[src/sv/rbsi_pkg.sv]
// Shared types and constants for the ray versus box slab test.
package rbsi_pkg;

  localparam int unsigned DIV_LAT   = 34;
  localparam int unsigned MERGE_LAT = 2;
  localparam int unsigned TOTAL_LAT = DIV_LAT + MERGE_LAT;

  localparam logic signed [31:0] Q_MAX      = 32'sh7FFF_FFFF;
  localparam logic signed [31:0] Q_MIN      = 32'sh8000_0000;
  localparam logic signed [31:0] EXIT_SMALL = 32'sd66;
  localparam logic signed [31:0] NEAR_LIMIT = 32'sd6554;

  localparam logic [2:0] REG_CORNER_A_X = 3'd0;
  localparam logic [2:0] REG_CORNER_A_Y = 3'd1;
  localparam logic [2:0] REG_CORNER_A_Z = 3'd2;
  localparam logic [2:0] REG_CORNER_B_X = 3'd3;
  localparam logic [2:0] REG_CORNER_B_Y = 3'd4;
  localparam logic [2:0] REG_CORNER_B_Z = 3'd5;

  typedef struct packed {
    logic               ok;
    logic signed [31:0] lo;
    logic signed [31:0] hi;
  } span_t;

  typedef struct packed {
    logic zero;
    logic in_slab;
  } zflag_t;

endpackage

[src/sv/rbsi_merge.sv]
// Merges the three axis spans into one interval and picks the hit distance.
module rbsi_merge (
  input  logic                        clk,
  input  logic                        rst,
  input  logic                        valid,
  input  rbsi_pkg::span_t [2:0]       spans,
  input  logic signed [31:0]          cur,
  output logic                        done,
  output logic                        hit,
  output logic signed [31:0]          nearest_now
);

  logic               ok_c;
  logic signed [31:0] tmin_c;
  logic signed [31:0] tmax_c;
  logic               a_valid;
  logic               a_ok;
  logic signed [31:0] a_tmin;
  logic signed [31:0] a_tmax;
  logic signed [31:0] a_cur;
  logic               take_min;
  logic               take_max;

  always_comb begin
    ok_c   = spans[0].ok;
    tmin_c = spans[0].lo;
    tmax_c = spans[0].hi;
    for (int k = 1; k < 3; k++) begin
      if (!spans[k].ok || tmin_c > spans[k].hi || spans[k].lo > tmax_c) begin
        ok_c = 1'b0;
      end else begin
        if (spans[k].lo > tmin_c) tmin_c = spans[k].lo;
        if (spans[k].hi < tmax_c) tmax_c = spans[k].hi;
      end
    end
  end

  always_ff @(posedge clk) begin
    if (rst) begin
      a_valid <= 1'b0;
    end else begin
      a_valid <= valid;
    end
    a_ok   <= ok_c;
    a_tmin <= tmin_c;
    a_tmax <= tmax_c;
    a_cur  <= cur;
  end

  always_comb begin
    take_min = (a_tmin < a_tmax || a_tmax < rbsi_pkg::EXIT_SMALL)
               && a_tmin > rbsi_pkg::NEAR_LIMIT && a_tmin < a_cur;
    take_max = (a_tmax < a_tmin || a_tmin < rbsi_pkg::EXIT_SMALL)
               && a_tmax > rbsi_pkg::NEAR_LIMIT && a_tmax < a_cur;
  end

  always_ff @(posedge clk) begin
    if (rst) begin
      done <= 1'b0;
      hit  <= 1'b0;
    end else begin
      done <= a_valid;
      hit  <= a_valid && a_ok && (take_min || take_max);
    end
    if (a_ok && take_min) begin
      nearest_now <= a_tmin;
    end else if (a_ok && take_max) begin
      nearest_now <= a_tmax;
    end else begin
      nearest_now <= a_cur;
    end
  end

endmodule

[config.mk]
export PLATFORM = sky130hd
export DESIGN_NAME = rbsi_merge
export DESIGN_NICKNAME = d
export VERILOG_FILES = /design/src/sv/rbsi_pkg.sv /design/src/sv/rbsi_merge.sv
export SDC_FILE = /design/constraint.sdc
export NUM_CORES = 1
export LEC_CHECK = 0
export BUFFER_PORTS_ARGS = -buffer_cell sky130_fd_sc_hd__buf_2
export CAP_MARGIN = 20
export CORE_MARGIN = 2
export CORE_UTILIZATION = 25
export CTS_CLUSTER_SIZE = 30
export DETAILED_ROUTE_END_ITERATION = 6
export SKIP_CTS_REPAIR_TIMING = 1
export SLEW_MARGIN = 25
export SYNTH_ARGS = -nofsm -noshare
export SYNTH_HDL_FRONTEND = slang
export SYNTH_SLANG_ARGS = --single-unit
[constraint.sdc]
create_clock -name clk -period 13.2 [get_ports clk]
set_clock_uncertainty 0.1 [all_clocks]
set_input_delay 1.98 -clock clk [delete_from_list [all_inputs] [get_ports clk]]
set_output_delay 1.98 -clock clk [all_outputs]
set_load 0.01 [all_outputs]
# [After elaboration in Yosys (flattened, before gate mapping)]
# Index checks and enable logic that the tools add are counted.
[word_totals] regBits=132 in_bits=230 out_inout_bits=34 word_cells=52
[op_classes] order_cmp=16 n_mux=10 reduce_logical=18
[op_table] cell="32-bit two-way mux" n=10
[op_table] cell="32-bit > comparator" n=6
[op_table] cell="32-bit less-than comparator" n=6
[op_table] cell="32-bit by 14-bit > comparator with 1-bit output (second input constant)" n=2
[op_table] cell="32-bit by 8-bit less-than comparator with 1-bit output (second input constant)" n=2
[op_table] cell="1-bit logical AND" n=8
[op_table] cell="1-bit logical OR" n=7
[op_table] cell="1-bit logical NOT" n=2
[op_table] cell="2-bit OR reduction" n=1

# [Depth between registers and ports, before layout]
# Gate-level depths: netlist (run 1).
[logic_depth] word_depth=8 mapped_depth=25

# [Least setup slack after synthesis (run 1)]
# Ideal clock, no wire load.
[synth_path] kind="input -> register" startpoint="input port spans[27] (netlist bit)" endpoint="register a_tmin[21]" setup_ns=0.121 arrival_time_ns=7.212 path_slack_ns=5.767 stages=21 cell_sequence="inv_1 ha_1 and4_1 a221oi_1 o211ai_1 a221o_1 or4_1 nand4_1 clkbuf_1 a21oi_1 ha_1 nand4_1 or4_1 a21o_1 a21oi_1 nor2_1 mux2i_1 or4b_4 a211oi_4 buf_4 mux2_2"
[synth_via] elab_chain_len=7 word_cells_on_any_way=13 classes_between="5 x order compare; 5 x mux; 3 x reduce/logical"
[synth_rtl] element="start: declaration" line_no="rbsi_merge.sv:6" source="input rbsi_pkg::span_t [2:0] spans,"
[synth_rtl] element="32-bit > comparator" line_no="rbsi_merge.sv:29" source="if (!spans[k].ok || tmin_c > spans[k].hi || spans[k].lo > tmax_c) begin"
[synth_rtl] element="1-bit logical OR" line_no="rbsi_merge.sv:29"
[synth_rtl] element="32-bit two-way mux" line_no="rbsi_merge.sv:29"
[synth_rtl] element="32-bit > comparator" line_no="rbsi_merge.sv:29"
[synth_rtl] element="1-bit logical OR (2 in series)" line_no="rbsi_merge.sv:29"
[synth_rtl] element="32-bit two-way mux (*)" line_no="rbsi_merge.sv:29"
[synth_rtl] element="named net tmin_c[21]" line_no="rbsi_merge.sv:14" source="logic signed [31:0] tmin_c;"
[synth_rtl] element="end signal: assignment" line_no="rbsi_merge.sv:45" source="a_tmin <= tmin_c;"
[synth_rtl] element="end: declaration" line_no="rbsi_merge.sv:18" source="logic signed [31:0] a_tmin;"
# The timed path passes the listed nets; every way through them passes the cells marked *.
# A chain may end at the register's enable or synchronous reset.

# [Final worst setup path (run 1)]
[layout_path] startpoint="input port spans[72] (netlist bit)" endpoint="register a_tmax[0]"
[layout_via] elab_chain_len=8 word_cells_on_any_way=14 classes_between="5 x order compare; 5 x mux; 4 x reduce/logical"
[layout_rtl] element="32-bit > comparator" line_no="rbsi_merge.sv:29"
[layout_rtl] element="1-bit logical OR (2 in series)" line_no="rbsi_merge.sv:29"
[layout_rtl] element="32-bit two-way mux" line_no="rbsi_merge.sv:29"
[layout_rtl] element="32-bit > comparator" line_no="rbsi_merge.sv:29"
[layout_rtl] element="1-bit logical OR (2 in series)" line_no="rbsi_merge.sv:29"
[layout_rtl] element="32-bit two-way mux (*)" line_no="rbsi_merge.sv:29"
[layout_rtl] element="named net tmax_c[0]" line_no="rbsi_merge.sv:15" source="logic signed [31:0] tmax_c;"
[layout_rtl] element="end signal: assignment" line_no="rbsi_merge.sv:46" source="a_tmax <= tmax_c;"
[layout_rtl] element="end: declaration" line_no="rbsi_merge.sv:19" source="logic signed [31:0] a_tmax;"
# Marks and branches as above.

==> results.ini, run 1 <==
[status]
status = finished, violations left
violations = design-rule violations

[job]
maxCapViolations = 0

[place]
portBuffers = 263
placed_area_sq_um = 15600
place.gp.congestion = 0.960
dp_hpwl_um = 47400

[drt]
drt-pass1-iter-count = 7
wl_per_cell_um = 20.4
routed_via_density = 4.97
num_vias = 12860
drc = 14
wl_um = 52800
antenna_left = 0
first_iter_violations = 795

[yosys]
synth_edf_count = 0
ys_seq_area_share_pct = 19.6
yosysWarnings = 0
synth_flop_cell = dfxtp_1
ys_ff_latch = 132
avgSynthCellArea_sq_um = 8.37
syn_area_sq_um = 13500
async_flop_share_pct = 0
ys_types = 62
syn-instance-count = 1610
synth_nets = 2187

[clock_tree]
cts.path.max_buffers = 2
clock-sinks = 132
clock_latency_ps = 450
cts_tree = yes
numCtsBuffers = 17
root_buffer = clkbuf_16
clkTransAtPathRegs_ps = 60
ctsHtreeMaxLevel = 4

[floorplanning]
coreArea_sq_um = 53600
std_cell_rows = 85
die_w_um = 236
die_h_um = 236
dieArea_sq_um = 55800
start_util_pct = 25.1
io_pins = 264

[power]
p_total_mw = 1.48
powerDensity_nw_per_um2 = 91.0
p_leak_nw = 8.06
ir_worst_vdd_mv = 0.0756

[setup_path]
path_max_fanout = 54
critical_path_required_ps = 13430
worstSetupStartpointType = primary input
criticalPathCategory = primary input to flop
worstSetupEndpointType = flop
worstRegToRegCells = 13
critical_path_arrival_ps = 8550

[hold_path]
hold_path_class = flop to flop
whs_path_depth = 1

[timing]
setup_viol = 0
min_period_over_period_pct = 63.0
max-slew-margin-rel_pct = 47.6
tightest_slew_ps = 778
slew_viol_final = 0
fin_setup_tns_ps = 0
max_freq_ghz = 0.120
min_period_ps = 8320
hold_violations = 0
rsz0062_at_grt = false

[final_layout]
finalNetCount = 2451
final_area_sq_um = 16300
utilization_pct = 30.3
mostFrequentLayoutCell = ha_1
final_cell_mix = ha_1 (347), buf_2 (263), inv_1 (238), a21oi_1 (135), dfxtp_1 (132)
drive_above_1_share_pct = 17.8
fillers = 5814
syn_to_final_growth_pct = 20.6

[global_route]
grt_pass1_vias = 13289
grt_max_degree = 61
grt_usage_pct = 18.9
grt-ovfl-total = 0
grt_pass1_wl_um = 79200
grt_antenna_before_repair = 14

==> worst max-delay path, cell delays in order <==
cell and delay (ps):
buf_2 130, inv_1 70, ha_1 320, nand4_1 100, nor4_1 670, o21ai_0 400
a31oi_1 260, o211ai_1 150, nand4_1 380, buf_4 530, nor2_1 70, a21oi_1 450
ha_1 350, a211oi_1 270, o21ai_0 150, a21oi_1 160, o211ai_1 110, nor2_1 160
mux2i_1 130, or4b_4 590, a22oi_2 190, buf_4 490, mux2_2 400
==> path summary, 6_finish.rpt <==
check             from             end  slack (ps)
min reg2reg    a_valid            done         380
max          spans[72]       a_tmax[0]        4880
max reg2reg  a_tmin[1]  nearest_now[0]        9140
min            a_valid            done         380
==> per-layer routing <==
metal,track usage (%),part of all wire (%)
met3,2.76,4.6
met5,0,0.11
met2,31.4,46
met4,6.41,2.9
met1,24.8,46
==> stage by stage <==
step / worst slack [ps] / instances / hold WS (ps)
6_report: 4880 / 2588 / 376
5_1_grt: 4540 / 2586 / 398
4_1_cts: 4990 / 2583 / 385
3_5_place_dp: 4520 / 2551 / 373
3_3_place_gp: 4520 / 2551 / 371
2_1_floorplan: 5770 / 1610 / 345
==> kinds of logic after synthesis <==
logic type,Yosys count,synth area share [%]
adder cells (fa/ha/maj),347,32.2
buffers and inverters,262,7.46
AO/OA/AOI/OAI,370,16.8
XOR/XNOR,3,0.195
AND/OR/NAND/NOR,367,13.8
multiplexers,129,9.91
flip-flops,132,19.6
==> synthesized netlist by cell type, drive strengths merged, types with 4 or more instances <==
cell type    n  area, sq um
mux2        36          405
a31oi        8         50.1
nand2b      13         81.3
nor4        23          144
nor3        21          105
a22oi        4         35.0
a21boi       4         30.0
o21ai       89          445
nand4       65          407
nor2        82          308
nand2       88          330
and4         6         52.6
a21oi      135          676
dfxtp      132         2640
o211ai      17          128
clkbuf      18         67.6
a21o        44          330
nor2b       18          113
nand3       31          160
inv        238          893
a211oi      15          125
o21a        15          113
or4          5         37.5
mux2i       93          931
buf          6         45.0
ha         347         4340
a2111oi      4         35.0
==> sequential cells by signal, summed over array words and instances (netlist names) <==
register     flops
a_cur           32
a_ok             1
a_tmax          32
a_tmin          32
a_valid          1
done             1
hit              1
nearest_now     32
==> layout make-up <==
class	count	area, sq um	area share (%)
clock buffers	22	494	3.04
multi-input cells	1216	9860	60.7
diodes	5	12.5	0.0770
clock inverters	10	120	0.739
inverters	238	893	5.50
repair buffers	269	1360	8.38
well taps	696	871	5.36
flip-flops and latches	132	2640	16.3
==> report_power, final <==
| group | internal (mW) | total, mW | switching [mW] |
|---|---|---|---|
| combinational | 0.214 | 0.508 | 0.294 |
| sequential | 0.436 | 0.479 | 0.0438 |
| clock | 0.303 | 0.492 | 0.188 |
Note: power is estimated with default switching activity, not from simulation.
==> inputs of run 2 (changes only) <==
Clock period 13.2 ns to 6.8 ns, I/O delays scaled along.
==> run 2 against run 1 <==
  * The run now ends clean
  * Via count grew 3.1%
  * Largest cell class unchanged
  * Critical endpoint is now a_tmax[30]
  * Register-to-register slack lost 6400 ps
  * Utilization grew 2.1 points
  * Sequential power grew 95%
  * Largest power group unchanged
  * Sequential cell count is the same
  * Critical path type unchanged
==> results.ini, run 2 (same netlist as run 1, synthesis figures left out) <==
[status]
status = finished clean

[setup_path]
crit_start = spans[25]
criticalPathCategory = primary input to flop
path_max_fanout = 19  ; -65%
critical_path_arrival_ps = 6770  ; -1780 ps
worstSetupEndpointType = flop
critical_path_required_ps = 7060  ; -6370 ps
crit_end = a_tmax[30]
r2r_end = nearest_now[0]
timing.rr.start = a_tmin[1]
worstRegToRegCells = 13  ; unchanged
reg2reg_setup_slack_ps = 2770  ; -6370 ps
worstSetupStartpointType = primary input

[drt]
antenna_left = 0  ; unchanged
wl_um = 53800  ; +2.0%
wl_per_cell_um = 19.8  ; -2.8%
drt-pass1-iter-count = 5  ; -2
first_iter_violations = 689  ; -13%
routed_via_density = 4.88  ; -1.8%
num_vias = 13258  ; +3.1%
drc = 0  ; -14

[final_layout]
fillers = 5710  ; -1.8%
drive_above_1_share_pct = 23.8  ; +6.1 points
utilization_pct = 32.4  ; +2.1 points
finalNetCount = 2577  ; +5.1%
syn_to_final_growth_pct = 28.8
final_cell_mix = ha_1 (347), buf_2 (263), inv_1 (238), dfxtp_1 (132), buf_4 (128)
mostFrequentLayoutCell = ha_1

[timing]
worst_slack_ps = 288  ; -4590 ps
max-slew-margin-rel_pct = 47.1  ; -0.54 points
max_freq_ghz = 0.154
min_period_ps = 6510
hold_violations = 0  ; unchanged
slew_viol_final = 0  ; unchanged
min_period_over_period_pct = 95.8
tightest_slew_ps = 774  ; -3.65 ps
setup_viol = 0  ; unchanged

[power]
p_int_mw = 1.97  ; +110%
switching_share_pct = 34.6  ; -1.0 points
powerDensity_nw_per_um2 = 174  ; +91%
ir_worst_vdd_mv = 0.151  ; +100%
p_leak_nw = 8.72  ; +8.1%
p_switching_mw = 1.04  ; +98%
p_comb_share_pct = 36.0  ; +1.7 points
power.sequential.fraction_pct = 30.9  ; -1.5 points
pwr-share-clk_pct = 33.1  ; about the same

[clock_tree]
ctsHtreeMaxLevel = 4  ; unchanged
root_buffer = clkbuf_16
clkTransAtPathRegs_ps = 60  ; about the same
cts.path.max_buffers = 2  ; unchanged
numCtsBuffers = 17  ; unchanged
clock-sinks = 132  ; unchanged
cts_tree = yes
clock_latency_ps = 450  ; about the same

[hold_path]
hold_path_class = flop to flop
whs_path_depth = 1  ; unchanged

[floorplanning]
die_w_um = 236  ; unchanged
io_pins = 264  ; unchanged
die_h_um = 236  ; unchanged
start_util_pct = 25.1  ; unchanged
dieArea_sq_um = 55800  ; unchanged
coreArea_sq_um = 53600  ; unchanged
std_cell_rows = 85  ; unchanged

[job]
maxCapViolations = 0  ; unchanged

[place]
dp_hpwl_um = 48200  ; +1.8%
dp_slack_ps = -472  ; -4990 ps
portBuffers = 263  ; unchanged
place.gp.congestion = 0.945  ; -1.6%

[global_route]
grt_pass1_vias = 13728  ; +3.3%
grt_max_degree = 34  ; -44%
grt-ovfl-total = 0  ; unchanged
grt_pass1_wl_um = 80000  ; +1.1%
grt_antenna_before_repair = 16  ; +2
grt_usage_pct = 19.0  ; +0.20 points

[run 2: critical path, stage by stage]
cell      delay (ps)
buf_2             90
inv_1             60
ha_1             310
and4_1           210
a221oi_2         320
o211ai_1         160
a221o_1          350
or4_4            540
nand4_1          180
buf_12           180
buf_12           170
nor2_1            50
a21oi_1          330
ha_1             180
nand2_1          100
or4_1            420
a21o_1           180
a21oi_2          150
nor2_1            80
mux2i_1          160
or4b_4           580
buf_4            160
a22oi_2          220
buf_4            320
mux2i_1          250
[run 2: layout make-up]
| class | instances | area [sq um] | area share [%] |
|---|---|---|---|
| well taps | 696 | 871 | 5.02 |
| diodes | 7 | 17.5 | 0.101 |
| clock inverters | 11 | 175 | 1.01 |
| inverters | 238 | 893 | 5.14 |
| multi-input cells | 1216 | 9950 | 57.3 |
| clock buffers | 21 | 460 | 2.65 |
| repair buffers | 395 | 2360 | 13.6 |
| flip-flops and latches | 132 | 2640 | 15.2 |
[run 2: how the worst min path moves through the flow]
stage          endpoint     from
6_report           done  a_valid
5_1_grt            done  a_valid
4_1_cts            done  a_valid
3_5_place_dp       done  a_valid
3_3_place_gp       done  a_valid
2_1_floorplan      done  a_valid
[run 2: per-layer routing]
layer  wire length [um]  vias up  global-route usage (%)
met3               2510       76                    2.88
li1                   -     6639                       -
met2              25000      339                    32.3
met4               1430       12                    6.23
met5                 80        -                       0
met1              24800     6192                    24.7
[run 2: through the flow]
stage | cells | cell area, sq um | setup TNS, ps | total power [mW] | hold WS (ps)
2_1_floorplan | 1610 | 13500 | 0 | 1.54 | 345
3_3_place_gp | 2675 | 16600 | -15350 | 1.98 | 374
3_5_place_dp | 2675 | 16600 | -25560 | 2.02 | 370
4_1_cts | 2707 | 17200 | 0 | 3.03 | 378
5_1_grt | 2713 | 17400 | -46.7 | 3.22 | 384
6_report | 2716 | 17400 | 0 | 3.01 | 371
[run 2: power groups by stage]
stage,clock [mW],sequential (mW),combinational [mW]
finish,0.998,0.932,1.08
global route,1.05,0.940,1.22
CTS,1.03,0.931,1.08
global placement,0,0.948,1.03
detailed placement,0,0.947,1.07
floorplan,0,0.912,0.623
